===== src/rtl/smm_pkg.sv =====
package smm_pkg;

  localparam int MAX_DIM    = 4;
  localparam int FRAC_BITS  = 16;
  localparam int DEPTH      = MAX_DIM * MAX_DIM;
  localparam int ADDR_W     = (DEPTH > 1) ? $clog2(DEPTH) : 1;
  localparam int DIM_W      = (MAX_DIM > 1) ? $clog2(MAX_DIM) : 1;
  localparam int CNT_W      = $clog2(MAX_DIM + 1);
  localparam int RESULT_CAP = 16;
  localparam int TOT_W      = $clog2(RESULT_CAP + 1);
  localparam int VAL_W      = 32;
  localparam int PROD_W     = 2 * VAL_W;
  localparam int ACC_W      = PROD_W + $clog2(MAX_DIM) + 1;
  localparam int OP_W       = 2;
  localparam int IDX_W      = 4;
  localparam int ROWCOL_W   = 2;
  localparam int CFG_IDX_W  = 2;
  localparam int CFG_DATA_W = 3;
  localparam int DIM_RESET  = 4;
  localparam int FIFO_DEPTH = 2;

  typedef enum logic [OP_W-1:0] {
    OP_LOAD_A = 2'd0,
    OP_LOAD_B = 2'd1,
    OP_RUN    = 2'd2
  } op_e;

  typedef enum logic [CFG_IDX_W-1:0] {
    REG_A_ROWS = 2'd0,
    REG_A_COLS = 2'd1,
    REG_B_ROWS = 2'd2,
    REG_B_COLS = 2'd3
  } cfg_reg_e;

  typedef enum logic [1:0] {
    CMD_LOAD_A,
    CMD_LOAD_B,
    CMD_RUN,
    CMD_DIM_ERR
  } cmd_kind_e;

  typedef struct packed {
    cmd_kind_e          kind;
    logic [ADDR_W-1:0]  addr;
    logic [VAL_W-1:0]   value;
    logic [CNT_W-1:0]   n;
    logic [CNT_W-1:0]   p;
    logic [TOT_W-1:0]   total;
  } cmd_t;

endpackage


===== src/rtl/smm_if.sv =====
interface smm_in_if import smm_pkg::*; ();
  logic                    valid;
  logic                    ready;
  logic [OP_W-1:0]         op;
  logic [IDX_W-1:0]        elem_index;
  logic signed [VAL_W-1:0] elem_value;

  modport source (output valid, output op, output elem_index, output elem_value,
                  input ready);
  modport sink   (input valid, input op, input elem_index, input elem_value,
                  output ready);
endinterface

interface smm_out_if import smm_pkg::*; ();
  logic                    valid;
  logic                    ready;
  logic signed [VAL_W-1:0] product_value;
  logic [ROWCOL_W-1:0]     out_row;
  logic [ROWCOL_W-1:0]     out_col;
  logic                    dim_error;
  logic                    last;

  modport source (output valid, output product_value, output out_row, output out_col,
                  output dim_error, output last, input ready);
  modport sink   (input valid, input product_value, input out_row, input out_col,
                  input dim_error, input last, output ready);
endinterface

interface smm_cfg_if import smm_pkg::*; ();
  logic                  valid;
  logic                  ready;
  logic [CFG_IDX_W-1:0]  index;
  logic [CFG_DATA_W-1:0] data;

  modport source (output valid, output index, output data, input ready);
  modport sink   (input valid, input index, input data, output ready);
endinterface


===== src/rtl/small_matrix_multiply.sv =====
// Small matrix multiplier, Q16.16 signed fixed point, matrices up to 4 by 4.
//
// Channels: in_i carries op, elem_index and elem_value; a load A or load B
// transaction writes one element of A or B by row-major index, a run
// transaction computes C = A * B. cfg_i writes a_rows, a_cols, b_rows and
// b_cols (index 0..3) and is always ready. out_o returns one transaction per
// element of C in row-major order with out_row, out_col and last, or a single
// dim_error transaction when effective a_cols and b_rows differ. Each element is the
// exact sum of products, shifted right by 16 and clamped to 32 bits.
//
// With the back end idle a load goes through the queue into its
// store. A run starts each element once the previous one has left the
// output register: one shared multiply-accumulate unit walks the inner
// dimension (n = a_cols) one product per cycle through read, multiply and
// accumulate. Throughput: loads one per cycle while the back end is idle;
// a run holds the back end until its last element is in the output register
// while the two-entry queue keeps taking transactions. Reset returns the
// dimensions to 4 and empties queue and sequencer; the element stores keep
// their contents. A stalled receiver holds the output register and the
// sequencer; in_i stalls once the queue is full.
module small_matrix_multiply import smm_pkg::*; (
  input  logic      clk_i,
  input  logic      rst_ni,
  smm_in_if.sink    in_i,
  smm_cfg_if.sink   cfg_i,
  smm_out_if.source out_o
);

  logic push, full, cmd_valid, cmd_pop;
  cmd_t cmd_in, cmd_head;

  // classify incoming transactions and snapshot the dimensions
  smm_front u_front (
    .clk_i  (clk_i),
    .rst_ni (rst_ni),
    .in_i   (in_i),
    .cfg_i  (cfg_i),
    .full_i (full),
    .push_o (push),
    .cmd_o  (cmd_in)
  );

  // decouple acceptance from execution
  smm_cmd_fifo u_fifo (
    .clk_i   (clk_i),
    .rst_ni  (rst_ni),
    .push_i  (push),
    .cmd_i   (cmd_in),
    .full_o  (full),
    .valid_o (cmd_valid),
    .cmd_o   (cmd_head),
    .pop_i   (cmd_pop)
  );

  // stores, multiply-accumulate sequencer and output register
  smm_back u_back (
    .clk_i       (clk_i),
    .rst_ni      (rst_ni),
    .cmd_valid_i (cmd_valid),
    .cmd_i       (cmd_head),
    .cmd_pop_o   (cmd_pop),
    .out_o       (out_o)
  );

endmodule


===== src/rtl/smm_front.sv =====
module smm_front import smm_pkg::*; (
  input  logic      clk_i,
  input  logic      rst_ni,
  smm_in_if.sink    in_i,
  smm_cfg_if.sink   cfg_i,
  input  logic      full_i,
  output logic      push_o,
  output cmd_t      cmd_o
);

  logic [CFG_DATA_W-1:0] a_rows_q, a_cols_q, b_rows_q, b_cols_q;
  logic [CNT_W-1:0]      m, n, br, p;
  logic [2*CNT_W-1:0]    mp;
  logic                  accept;

  function automatic logic [CNT_W-1:0] eff_dim(logic [CFG_DATA_W-1:0] v);
    logic [CNT_W-1:0] r;
    if (v == '0) begin
      r = CNT_W'(1);
    end else if (int'(v) > MAX_DIM) begin
      r = CNT_W'(MAX_DIM);
    end else begin
      r = CNT_W'(v);
    end
    return r;
  endfunction

  assign cfg_i.ready = 1'b1;

  always_ff @(posedge clk_i or negedge rst_ni) begin
    if (!rst_ni) begin
      a_rows_q <= CFG_DATA_W'(DIM_RESET);
      a_cols_q <= CFG_DATA_W'(DIM_RESET);
      b_rows_q <= CFG_DATA_W'(DIM_RESET);
      b_cols_q <= CFG_DATA_W'(DIM_RESET);
    end else if (cfg_i.valid) begin
      unique case (cfg_i.index)
        REG_A_ROWS: a_rows_q <= cfg_i.data;
        REG_A_COLS: a_cols_q <= cfg_i.data;
        REG_B_ROWS: b_rows_q <= cfg_i.data;
        REG_B_COLS: b_cols_q <= cfg_i.data;
        default: ;
      endcase
    end
  end

  assign m  = eff_dim(a_rows_q);
  assign n  = eff_dim(a_cols_q);
  assign br = eff_dim(b_rows_q);
  assign p  = eff_dim(b_cols_q);
  assign mp = m * p;

  assign in_i.ready = !full_i;
  assign accept     = in_i.valid && !full_i;

  always_comb begin
    cmd_o.addr  = ADDR_W'(in_i.elem_index);
    cmd_o.value = in_i.elem_value;
    cmd_o.n     = n;
    cmd_o.p     = p;
    cmd_o.total = (int'(mp) > RESULT_CAP) ? TOT_W'(RESULT_CAP) : TOT_W'(mp);
    cmd_o.kind  = CMD_RUN;
    push_o      = 1'b0;
    unique case (in_i.op)
      OP_LOAD_A: begin
        cmd_o.kind = CMD_LOAD_A;
        push_o     = accept && (int'(in_i.elem_index) < DEPTH);
      end
      OP_LOAD_B: begin
        cmd_o.kind = CMD_LOAD_B;
        push_o     = accept && (int'(in_i.elem_index) < DEPTH);
      end
      OP_RUN: begin
        cmd_o.kind = (n != br) ? CMD_DIM_ERR : CMD_RUN;
        push_o     = accept;
      end
      default: begin
        // unused op code: take the transaction and drop it
        push_o = 1'b0;
      end
    endcase
  end

endmodule


===== src/rtl/smm_cmd_fifo.sv =====
module smm_cmd_fifo import smm_pkg::*; (
  input  logic clk_i,
  input  logic rst_ni,
  input  logic push_i,
  input  cmd_t cmd_i,
  output logic full_o,
  output logic valid_o,
  output cmd_t cmd_o,
  input  logic pop_i
);

  localparam int PTR_W = (FIFO_DEPTH > 1) ? $clog2(FIFO_DEPTH) : 1;
  localparam int FCNT_W = $clog2(FIFO_DEPTH + 1);

  cmd_t              store_q [FIFO_DEPTH];
  logic [PTR_W-1:0]  wr_ptr_q, rd_ptr_q;
  logic [FCNT_W-1:0] count_q;
  logic              do_push, do_pop;

  function automatic logic [PTR_W-1:0] ptr_inc(logic [PTR_W-1:0] ptr);
    logic [PTR_W-1:0] r;
    if (int'(ptr) == FIFO_DEPTH - 1) begin
      r = '0;
    end else begin
      r = ptr + PTR_W'(1);
    end
    return r;
  endfunction

  assign full_o  = (int'(count_q) == FIFO_DEPTH);
  assign valid_o = (count_q != '0);
  assign cmd_o   = store_q[rd_ptr_q];
  assign do_push = push_i && !full_o;
  assign do_pop  = pop_i && valid_o;

  always_ff @(posedge clk_i or negedge rst_ni) begin
    if (!rst_ni) begin
      wr_ptr_q <= '0;
      rd_ptr_q <= '0;
      count_q  <= '0;
    end else begin
      if (do_push) begin
        wr_ptr_q <= ptr_inc(wr_ptr_q);
      end
      if (do_pop) begin
        rd_ptr_q <= ptr_inc(rd_ptr_q);
      end
      if (do_push && !do_pop) begin
        count_q <= count_q + FCNT_W'(1);
      end else if (do_pop && !do_push) begin
        count_q <= count_q - FCNT_W'(1);
      end
    end
  end

  always_ff @(posedge clk_i) begin
    if (do_push) begin
      store_q[wr_ptr_q] <= cmd_i;
    end
  end

endmodule


===== src/rtl/smm_back.sv =====
module smm_back import smm_pkg::*; (
  input  logic      clk_i,
  input  logic      rst_ni,
  input  logic      cmd_valid_i,
  input  cmd_t      cmd_i,
  output logic      cmd_pop_o,
  smm_out_if.source out_o
);

  logic [VAL_W-1:0]         mem_a [DEPTH];
  logic [VAL_W-1:0]         mem_b [DEPTH];

  logic                     busy_q, iss_q, pend_q;
  logic [DIM_W-1:0]         i_q, j_q, k_q;
  logic [ADDR_W-1:0]        a_base_q, b_ptr_q;
  logic [CNT_W-1:0]         n_q, p_q;
  logic [TOT_W-1:0]         tot_q, cnt_q;

  logic                     s1_v_q, s1_first_q, s1_lastk_q;
  logic signed [VAL_W-1:0]  rd_a_q, rd_b_q;
  logic                     s2_v_q, s2_first_q, s2_lastk_q;
  logic signed [PROD_W-1:0] prod_q;
  logic signed [ACC_W-1:0]  acc_q;
  logic                     done_q;

  logic                     out_valid_q;
  logic [VAL_W-1:0]         out_value_q;
  logic [ROWCOL_W-1:0]      out_row_q, out_col_q;
  logic                     out_err_q, out_last_q;

  logic                     run_pop, err_pop, load_a, load_b;
  logic                     start_elem, lastk, last_res, last_j;
  logic [ADDR_W-1:0]        a_addr;
  logic signed [ACC_W-1:0]  shifted;
  logic [ACC_W-VAL_W:0]     upper;
  logic [VAL_W-1:0]         sat_value;

  // command dispatch: loads and runs wait for the run in flight to finish
  always_comb begin
    cmd_pop_o = 1'b0;
    if (cmd_valid_i && !busy_q) begin
      cmd_pop_o = (cmd_i.kind != CMD_DIM_ERR) || !out_valid_q;
    end
  end

  assign load_a  = cmd_pop_o && (cmd_i.kind == CMD_LOAD_A);
  assign load_b  = cmd_pop_o && (cmd_i.kind == CMD_LOAD_B);
  assign run_pop = cmd_pop_o && (cmd_i.kind == CMD_RUN);
  assign err_pop = cmd_pop_o && (cmd_i.kind == CMD_DIM_ERR);

  assign start_elem = busy_q && !pend_q && !out_valid_q;
  assign lastk      = (CNT_W'(k_q) + CNT_W'(1)) == n_q;
  assign last_j     = (CNT_W'(j_q) + CNT_W'(1)) == p_q;
  assign last_res   = (cnt_q + TOT_W'(1)) == tot_q;
  assign a_addr     = a_base_q + ADDR_W'(k_q);

  // truncate toward minus infinity, then clamp to the 32-bit range
  assign shifted   = acc_q >>> FRAC_BITS;
  assign upper     = shifted[ACC_W-1:VAL_W-1];
  assign sat_value = ((&upper) || !(|upper)) ? shifted[VAL_W-1:0] :
                     (shifted[ACC_W-1] ? {1'b1, {(VAL_W-1){1'b0}}} :
                                         {1'b0, {(VAL_W-1){1'b1}}});

  always_ff @(posedge clk_i or negedge rst_ni) begin
    if (!rst_ni) begin
      busy_q      <= 1'b0;
      iss_q       <= 1'b0;
      pend_q      <= 1'b0;
      i_q         <= '0;
      j_q         <= '0;
      k_q         <= '0;
      a_base_q    <= '0;
      b_ptr_q     <= '0;
      n_q         <= '0;
      p_q         <= '0;
      tot_q       <= '0;
      cnt_q       <= '0;
      s1_v_q      <= 1'b0;
      s1_first_q  <= 1'b0;
      s1_lastk_q  <= 1'b0;
      s2_v_q      <= 1'b0;
      s2_first_q  <= 1'b0;
      s2_lastk_q  <= 1'b0;
      done_q      <= 1'b0;
      out_valid_q <= 1'b0;
    end else begin
      if (run_pop) begin
        busy_q   <= 1'b1;
        n_q      <= cmd_i.n;
        p_q      <= cmd_i.p;
        tot_q    <= cmd_i.total;
        i_q      <= '0;
        j_q      <= '0;
        a_base_q <= '0;
        cnt_q    <= '0;
        pend_q   <= 1'b0;
        iss_q    <= 1'b0;
      end

      if (start_elem) begin
        pend_q  <= 1'b1;
        iss_q   <= 1'b1;
        k_q     <= '0;
        b_ptr_q <= ADDR_W'(j_q);
      end

      if (iss_q) begin
        if (lastk) begin
          iss_q <= 1'b0;
        end else begin
          k_q     <= k_q + DIM_W'(1);
          b_ptr_q <= b_ptr_q + ADDR_W'(p_q);
        end
      end

      s1_v_q     <= iss_q;
      s1_first_q <= (k_q == '0);
      s1_lastk_q <= lastk;
      s2_v_q     <= s1_v_q;
      s2_first_q <= s1_first_q;
      s2_lastk_q <= s1_lastk_q;
      done_q     <= s2_v_q && s2_lastk_q;

      // element finished: advance to the next row-major position, or end the run after the last
      if (done_q) begin
        pend_q <= 1'b0;
        cnt_q  <= cnt_q + TOT_W'(1);
        if (last_res) begin
          busy_q <= 1'b0;
        end else if (last_j) begin
          j_q      <= '0;
          i_q      <= i_q + DIM_W'(1);
          a_base_q <= a_base_q + ADDR_W'(n_q);
        end else begin
          j_q <= j_q + DIM_W'(1);
        end
      end

      if (done_q || err_pop) begin
        out_valid_q <= 1'b1;
      end else if (out_o.ready) begin
        out_valid_q <= 1'b0;
      end
    end
  end

  always_ff @(posedge clk_i) begin
    if (load_a) begin
      mem_a[cmd_i.addr] <= cmd_i.value;
    end
    if (load_b) begin
      mem_b[cmd_i.addr] <= cmd_i.value;
    end
    rd_a_q <= mem_a[a_addr];
    rd_b_q <= mem_b[b_ptr_q];
  end

  always_ff @(posedge clk_i) begin
    prod_q <= rd_a_q * rd_b_q;
    if (s2_v_q) begin
      if (s2_first_q) begin
        acc_q <= ACC_W'(prod_q);
      end else begin
        acc_q <= acc_q + ACC_W'(prod_q);
      end
    end
    if (done_q) begin
      out_value_q <= sat_value;
      out_row_q   <= ROWCOL_W'(i_q);
      out_col_q   <= ROWCOL_W'(j_q);
      out_err_q   <= 1'b0;
      out_last_q  <= last_res;
    end else if (err_pop) begin
      out_value_q <= '0;
      out_row_q   <= '0;
      out_col_q   <= '0;
      out_err_q   <= 1'b1;
      out_last_q  <= 1'b1;
    end
  end

  assign out_o.valid         = out_valid_q;
  assign out_o.product_value = out_value_q;
  assign out_o.out_row       = out_row_q;
  assign out_o.out_col       = out_col_q;
  assign out_o.dim_error     = out_err_q;
  assign out_o.last          = out_last_q;

  a_done_slot_free: assert property (@(posedge clk_i) disable iff (!rst_ni)
    done_q |-> !out_valid_q)
    else $error("element result arrived while output slot occupied");

  a_issue_in_run: assert property (@(posedge clk_i) disable iff (!rst_ni)
    (iss_q || s1_v_q || s2_v_q) |-> busy_q)
    else $error("multiply pipeline active outside a run");

  a_count_bound: assert property (@(posedge clk_i) disable iff (!rst_ni)
    busy_q |-> (cnt_q < tot_q))
    else $error("run emitted more results than its total");

  a_no_pop_busy: assert property (@(posedge clk_i) disable iff (!rst_ni)
    cmd_pop_o |-> !busy_q)
    else $error("command taken while a run is in flight");

  a_last_ends_run: assert property (@(posedge clk_i) disable iff (!rst_ni)
    (done_q && last_res) |=> !busy_q && out_o.last)
    else $error("final element did not close the run");

endmodule

===== src/flat_wrapper.sv =====
// flat-port wrapper written by rule: the top's interface ports become plain ports
module small_matrix_multiply_flat import smm_pkg::*;
  (clk_i, rst_ni, in_i_valid, in_i_op, in_i_elem_index, in_i_elem_value, in_i_ready, cfg_i_valid, cfg_i_index, cfg_i_data, cfg_i_ready, out_o_valid, out_o_product_value, out_o_out_row, out_o_out_col, out_o_dim_error, out_o_last, out_o_ready);
  smm_in_if in_i_i ();
  smm_cfg_if cfg_i_i ();
  smm_out_if out_o_i ();
  input  logic clk_i;
  input  logic rst_ni;
  input wire logic [$bits(in_i_i.valid)-1:0] in_i_valid;
  input wire logic [$bits(in_i_i.op)-1:0] in_i_op;
  input wire logic [$bits(in_i_i.elem_index)-1:0] in_i_elem_index;
  input wire logic [$bits(in_i_i.elem_value)-1:0] in_i_elem_value;
  output wire logic [$bits(in_i_i.ready)-1:0] in_i_ready;
  input wire logic [$bits(cfg_i_i.valid)-1:0] cfg_i_valid;
  input wire logic [$bits(cfg_i_i.index)-1:0] cfg_i_index;
  input wire logic [$bits(cfg_i_i.data)-1:0] cfg_i_data;
  output wire logic [$bits(cfg_i_i.ready)-1:0] cfg_i_ready;
  output wire logic [$bits(out_o_i.valid)-1:0] out_o_valid;
  output wire logic [$bits(out_o_i.product_value)-1:0] out_o_product_value;
  output wire logic [$bits(out_o_i.out_row)-1:0] out_o_out_row;
  output wire logic [$bits(out_o_i.out_col)-1:0] out_o_out_col;
  output wire logic [$bits(out_o_i.dim_error)-1:0] out_o_dim_error;
  output wire logic [$bits(out_o_i.last)-1:0] out_o_last;
  input wire logic [$bits(out_o_i.ready)-1:0] out_o_ready;
  assign in_i_i.valid = in_i_valid;
  assign in_i_i.op = in_i_op;
  assign in_i_i.elem_index = in_i_elem_index;
  assign in_i_i.elem_value = in_i_elem_value;
  assign in_i_ready = in_i_i.ready;
  assign cfg_i_i.valid = cfg_i_valid;
  assign cfg_i_i.index = cfg_i_index;
  assign cfg_i_i.data = cfg_i_data;
  assign cfg_i_ready = cfg_i_i.ready;
  assign out_o_valid = out_o_i.valid;
  assign out_o_product_value = out_o_i.product_value;
  assign out_o_out_row = out_o_i.out_row;
  assign out_o_out_col = out_o_i.out_col;
  assign out_o_dim_error = out_o_i.dim_error;
  assign out_o_last = out_o_i.last;
  assign out_o_i.ready = out_o_ready;
  small_matrix_multiply u_core (.clk_i(clk_i), .rst_ni(rst_ni), .in_i(in_i_i), .cfg_i(cfg_i_i), .out_o(out_o_i));
endmodule

===== config.mk =====
export PLATFORM = sky130hd
export DESIGN_NAME = small_matrix_multiply_flat
export DESIGN_NICKNAME = d
export VERILOG_FILES = /design/src/rtl/smm_pkg.sv /design/src/rtl/smm_if.sv /design/src/rtl/small_matrix_multiply.sv /design/src/rtl/smm_front.sv /design/src/rtl/smm_cmd_fifo.sv /design/src/rtl/smm_back.sv /design/src/flat_wrapper.sv
export SDC_FILE = /design/constraint.sdc
export NUM_CORES = 2
export LEC_CHECK = 0
export BUFFER_PORTS_ARGS = -buffer_cell sky130_fd_sc_hd__buf_2
export CORE_MARGIN = 5
export CORE_UTILIZATION = 50
export CTS_CLUSTER_SIZE = 28
export DETAILED_ROUTE_END_ITERATION = 8
export PLACE_DENSITY = 0.74
export SYNTH_ARGS = -nofsm -noshare
export SYNTH_HDL_FRONTEND = slang
export SYNTH_SLANG_ARGS = --single-unit

===== constraint.sdc =====
create_clock -name clk_i -period 14.7 [get_ports clk_i]
set_clock_uncertainty 0.05 [all_clocks]
set_input_delay 2.205 -clock clk_i [delete_from_list [all_inputs] [get_ports clk_i]]
set_output_delay 2.205 -clock clk_i [all_outputs]
set_load 0.02 [all_outputs]

=== Word-level counts from Yosys, hierarchy flattened ===
Memories as Yosys holds them, arrays and structs flattened. A register that Yosys moved wholly into a read port is not among the register bits.
Cells that the tools add are included.

* Input port bits: 48
* Output and inout bits: 41
* RAM bits: 1122
* Logic and storage cells: 181
* Flip-flop bits (word level): 226
* Memories: 3

{| class="wikitable"
|+ Memory list
! memory !! words !! width !! rd ports !! clocked after Yosys merged registers in !! write ports !! line !! source
|-
| u_core.u_back.mem_a || 16 || 32 || 1 || 1 || 1 || smm_back.sv:10 || <nowiki>logic [VAL_W-1:0] mem_a [DEPTH];</nowiki>
|-
| u_core.u_back.mem_b || 16 || 32 || 1 || 1 || 1 || smm_back.sv:11 || <nowiki>logic [VAL_W-1:0] mem_b [DEPTH];</nowiki>
|-
| u_core.u_fifo.store_q || 2 || 49 || 1 || 0 || 1 || smm_cmd_fifo.sv:15 || <nowiki>cmd_t store_q [FIFO_DEPTH];</nowiki>
|}

* Equal/unequal tests: 14
* Multiplexer cells: 65
* $add $sub $neg: 14
* Magnitude comparators: 5
* $mul: 2
* Reductions and logical operators: 44

{| class="wikitable"
|+ Operators with widths
! kind !! number
|-
| two-way mux 32 bit || 4
|-
| adder 67 x 64 -> 67 bit || 1
|-
| two-way mux 67 bit || 1
|-
| multiplier 32 x 32 -> 64 bit || 1
|-
| two-way mux 2 bit || 16
|-
| two-way mux 4 bit || 7
|-
| two-way mux 1 bit || 25
|-
| two-way mux 3 bit || 8
|-
| AND reduction 20 bit || 1
|-
| OR reduction 20 bit || 1
|-
| two-way mux 5 bit || 3
|-
| logical AND 1 bit || 13
|-
| equality test 2 bit (second input constant) || 6
|-
| > comparator 3 bit (second input constant) || 4
|-
| logical NOT 3 bit || 4
|-
| nonzero test 2 bit || 5
|-
| adder 2 x 1 -> 2 bit (second input constant) || 4
|-
| adder 4 x 3 -> 4 bit || 2
|-
| logical NOT 2 bit || 4
|-
| AND reduction 2 bit || 4
|-
| logical NOT 1 bit || 7
|-
| adder 2 x 1 -> 3 bit (second input constant) || 2
|-
| equality test 2 x 1 -> 1 bit (second input constant) || 3
|-
| equality test 3 bit || 2
|-
| other kinds (13) || 16
|}

=== Longest topological paths before layout ===
* Word-level depth: 9
* Mapped depth: 29
* Gate-level depth less buffers: 27

=== By module ===
From an unflattened synthesis, not the netlist that was laid out.

* Cell total of the unflattened synthesis: 6932
* Area, all modules: 92934.1 µm²

{| class="wikitable"
|+ Modules (own cells, without submodules)
! module !! cells each !! times used !! area each (µm²) !! sequential area each (µm²)
|-
| smm_back || 6640 || 1 || 87846.8 || 37480.9
|-
| smm_cmd_fifo || 172 || 1 || 3990.1 || 3042.9
|-
| smm_front || 120 || 1 || 1097.3 || 305.3
|}

=== Worst setup path after synthesis ===
Ideal clock, no wire load.

* Kind: reg2reg
* Start: reg u_core.u_back.rd_b_q[2] (read register of u_core.u_back.mem_b)
* End: reg u_core.u_back.prod_q[63]
* Arrival: 7723 ps
* Required time: 14577 ps
* Clock period less this slack: 7846 ps
* Library setup time: 73 ps
* Setup slack: 6854 ps
* Cell stages (with the launch flop): 26
* Path buffers: 1
* Cell sequence: dfxtp_1 > clkbuf_1 > nand2_1 > inv_1 > fa_1 > fa_1 > fa_1 > fa_1 > inv_1 > fa_1 > inv_1 > fa_1 > inv_1 > fa_1 > inv_1 > fa_1 > ha_1 > a21oi_1 > o21bai_1 > a21o_1 > a221o_1 > a21o_2 > nand2_1 > o311ai_2 > a2111o_1 > o211ai_2

* Longest elaborated chain between the ends: 1

{| class="wikitable"
|+ Ends and longest elaborated chain
! what !! line !! source
|-
| start, declared || smm_back.sv:20 || <nowiki>logic signed [VAL_W-1:0] rd_a_q, rd_b_q;</nowiki>
|-
| multiplier 32 x 32 -> 64 bit || smm_back.sv:159 || <nowiki>prod_q <= rd_a_q * rd_b_q;</nowiki>
|-
| end signal, assigned || smm_back.sv:159 ||
|-
| end, declared || smm_back.sv:22 || <nowiki>logic signed [PROD_W-1:0] prod_q;</nowiki>
|}

No other way between the ends.
A chain may end at the register's enable or synchronous reset.

=== Final worst setup path ===
* Start: reg u_core.u_back.rd_a_q[31] (read register of u_core.u_back.mem_a)
* End: reg u_core.u_back.prod_q[63]

* Longest elaborated chain between the ends: 1

{| class="wikitable"
|+ Ends and longest elaborated chain
! what !! line
|-
| start, declared || smm_back.sv:20
|-
| multiplier 32 x 32 -> 64 bit || smm_back.sv:159
|}

No other way between the ends.

==> results by group <==
Layout
  – Finished Cell Area: around 100000 um^2
  – Area of the multi-input gates: approximately 47000 um^2
  – Filler cells: 14244
  – Reg area: ~40000 um^2
  – Util after Layout: between 50% and 60%
  – Area growth syn-to-layout: 9.02%
  – Fin nets: 8224
  – Fraction of final layout cells sized beyond drive strength 1: 12.9%

Job
  – Max Cap Viol: 0

Clock network
  – H-tree depth: 4
  – Setup bufs post-CTS: 0
  – Worst skew pair latency: 830 ps
  – CTS root buf: clkbuf_16
  – Cts repair resizes: 0
  – TritonCTS clock tree: built
  – Num CTS Buffers: 144
  – Sink Count: around 1400
  – Reg clk slew, reported paths: ~60 ps
  – Max clock buf depth: 3
  – Hold buffers post-CTS: 0

Floorplanning
  – Die extent in x: 439 um
  – FP Rows: between 150 and 200
  – Starting Density: 50.3%
  – Die Area: 193000 um^2
  – I/O Pins: 89
  – Core area: between 150000 and 200000 um^2
  – Die Y: about 440 um

Critical path
  – CP Data Required Time: 15360 ps
  – Critical Path Fanout Max: 32
  – Startpoint types: flip-flop
  – Critical Path Start: u_core.u_back.rd_a_q[31]
  – Worst EP arrival: 9870 ps
  – Crit. End Element: flip-flop
  – WS Path Type: flip-flop to flip-flop
  – R2r startpoint: u_core.u_back.rd_a_q[31]

Detailed routing
  – Routed met2 length: 110000 um
  – Post-route ant nets: 0
  – Starting DRC count in detailed routing: just under 6000
  – Routed wire length: 229000 um
  – WL/cell: 24.3 um
  – DR vias: 54586
  – Vias per cell: 5.80
  – Uppermost routed layer: met5
  – DRT Pass-1 Iters: 6
  – Met3 wire length: 24900 um
  – # DRC: 0
  – WL met1: a little under 90000 um

Global routing
  – Total global-route track usage: 24.2%
  – Largest net degree at the start of global routing: 89
  – Initial antenna violation count: 5
  – Grt ovf: 0
  – First-pass GRT wire length: 353000 um
  – Vias in the first global route: around 58000

Timing
  – Slew margin rel.: between 10% and 20%
  – Part of the cycle the worst path needs: 62.7%
  – Final hold violation count: 0
  – Period minus WS final: 9210 ps
  – Setup violations, final: 0
  – Unrepaired setup endpoints after global routing: no
  – Max-slew violation count: 0
  – Final setup TNS: 0 ps
  – Max Freq: 109 MHz
  – Final worst slack: approximately 5500 ps
  – Least-Margin Pin Slew: 1340 ps

Synthesis
  – Register bit total from synthesis: around 1400
  – Post-synth EDFFs: 1226
  – Synth Flop Type: edfxtp_1
  – Synthesized area per cell: 13.5 um^2
  – Post-synthesis sequential area ratio: 44.3%
  – Synth cell types: 94
  – Synthesized cell area: 92200 um^2
  – Synth Net Count: 8232
  – Async set-reset flop share out of synthesis: roughly 4%
  – Ys Warns: 0
  – Mapped Cells: 6828

Place
  – Final RePlAce weighted congestion: 0.908
  – Port Buffers: just under 90
  – DP Wirelength: 146000 um
  – Place WS: between 5000 and 6000 ps
  – Placement Cell Area: 95500 um^2

Worst hold path
  – Hold path start: u_core.u_back.s1_lastk_q
  – Hold crit path type: flip-flop to flip-flop

Status
  – Status: finished, final reports clean
-- flip-flops by register name (all words and copies together), names as in the netlist, 3 cells and up --
name and count:
u_core.u_back.mem_a 512, u_core.u_back.mem_b 512, u_core.u_fifo.store_q 98, u_core.u_back.acc_q 67, u_core.u_back.prod_q 64, u_core.u_back.out_o.product_value 32
u_core.u_back.rd_a_q 32, u_core.u_back.rd_b_q 32, u_core.u_back.cnt_q 5, u_core.u_back.tot_q 5, u_core.u_back.a_base_q 4, u_core.u_back.b_ptr_q 4
u_core.u_back.n_q 3, u_core.u_back.p_q 3, u_core.u_front.a_cols_q 3, u_core.u_front.a_rows_q 3, u_core.u_front.b_cols_q 3, u_core.u_front.b_rows_q 3
-- per-stage QoR --
step                      instances  hold slack [ps]
after floorplan                6828              281
after global placement         9138              284
after detailed placement       9138              289
after CTS                      9401              302
after global routing           9401              309
final                          9405              301
-- cell usage after synthesis (6+ instances only) --
| master | number | area, um^2 |
|---|---|---|
| nor2b_1 | 74 | 463 |
| nand4_1 | 27 | 169 |
| o21bai_1 | 22 | 165 |
| xor2_1 | 55 | 482 |
| a21oi_1 | 139 | 696 |
| edfxtp_1 | 1226 | 36800 |
| nand2_1 | 650 | 2440 |
| o21a_1 | 46 | 345 |
| clkbuf_1 | 308 | 1160 |
| a21o_1 | 94 | 706 |
| a31oi_1 | 18 | 113 |
| and4_1 | 7 | 61.3 |
| mux2i_1 | 14 | 140 |
| o21ai_1 | 13 | 65.1 |
| nor2_1 | 107 | 402 |
| mux4_2 | 320 | 7210 |
| a211oi_1 | 13 | 97.6 |
| buf_1 | 31 | 116 |
| o21ai_0 | 140 | 701 |
| dfxtp_1 | 129 | 2580 |
| and2_1 | 540 | 3380 |
| a31o_2 | 6 | 52.6 |
| inv_1 | 1021 | 3830 |
| nand2b_1 | 28 | 175 |
| o31ai_1 | 10 | 75.1 |
| dfrtp_1 | 53 | 1330 |
| a221o_1 | 7 | 70.1 |
| ha_1 | 268 | 3350 |
| or2_2 | 9 | 56.3 |
| mux2_2 | 52 | 586 |
| o211ai_1 | 7 | 52.6 |
| and3_1 | 22 | 138 |
| nor4_1 | 9 | 56.3 |
| fa_1 | 1088 | 21800 |
| nand3b_1 | 6 | 45.0 |
| nor3_1 | 27 | 135 |
| nand3_1 | 46 | 230 |
| xnor2_1 | 94 | 823 |
-- metal layers --
| layer | up-vias | global-route usage (%) |
|---|---|---|
| met4 | 2 | 6.76 |
| li1 | 22846 | - |
| met3 | 460 | 6.21 |
| met5 | - | 0 |
| met2 | 3120 | 39.6 |
| met1 | 28158 | 32.3 |
-- critical path, cell delays in order (launching register included) --
cell and delay (ps):
dfxtp_1 1150, nand2_1 310, inv_1 160, fa_1 400
inv_1 230, fa_1 450, inv_1 210, fa_1 500
fa_1 890, inv_1 360, fa_1 570, inv_1 60
fa_1 540, inv_1 50, fa_1 480, inv_1 50
fa_1 450, ha_1 370, a21oi_1 260, o21bai_1 100
a21o_1 210, a221o_1 360, a21o_2 210, nand2_1 90
o311ai_2 130, a2111o_1 410, o211ai_2 80
-- cell type report --
cell class,instances,area share [%]
clock buffers,173,3.81
diodes,4,0.00996
multi-input cells,4052,46.3
clock inverters,90,1.16
well taps,2464,3.07
flip-flops and latches,1412,40.7
repair buffers,189,1.20
inverters,1021,3.81
-- layout by cell type (no fill, tap or decap), types with 19 or more instances in the layout --
cell type  count
ha_1         267
nor2_1        74
nand4_1       27
buf_4        102
buf_2         87
mux4_2       320
nor2b_1       73
a21o_1        94
and2_1       539
xor2_1        55
mux2_2        52
dfrtp_1       45
a21oi_1      138
nor2_4        33
nand3_1       46
nor3_1        27
nand2_1      650
dfxtp_1      116
clkinv_2      19
xnor2_1       92
and3_1        22
clkinv_1      26
o21bai_1      22
o21a_1        46
clkbuf_1      20
edfxtp_1    1226
clkbuf_16    146
fa_1        1087
o21ai_0      140
nand2b_1      28
inv_1       1021
-- final timing paths --
path / to / slack (ps) / cells past startpoint
setup / recovery: u_core.u_back.prod_q[63] / 5490 / 26
hold / removal: u_core.u_back.s2_lastk_q / 300 / 0
setup reg to reg: u_core.u_back.prod_q[63] / 5490 / 26
hold reg to reg: u_core.u_back.s2_lastk_q / 300 / 0
max in group asynchronous: u_core.u_back.b_ptr_q[1] / 12480 / 2
min in group asynchronous: u_core.u_back.s1_first_q / 1520 / 2
-- logic make-up (layout without fill, tap and decap cells) --
| group | count (synthesis) | count (layout) | synth area share, % |
|---|---|---|---|
| AND/OR/NAND/NOR | 1571 | 1571 | 8.57 |
| adder cells (fa/ha/maj) | 1356 | 1356 | 27.3 |
| multiplexers | 386 | 386 | 8.61 |
| other | 1 | 5 | 0.00407 |
| XOR/XNOR | 149 | 149 | 1.42 |
| buffers and inverters | 1364 | 1473 | 5.58 |
| AO/OA/AOI/OAI | 589 | 589 | 4.27 |
| flip-flops | 1412 | 1412 | 44.3 |
Power is left out: the tool's default activity adds up to more than one toggle a clock period on the data nets, which glitch-free logic cannot reach.
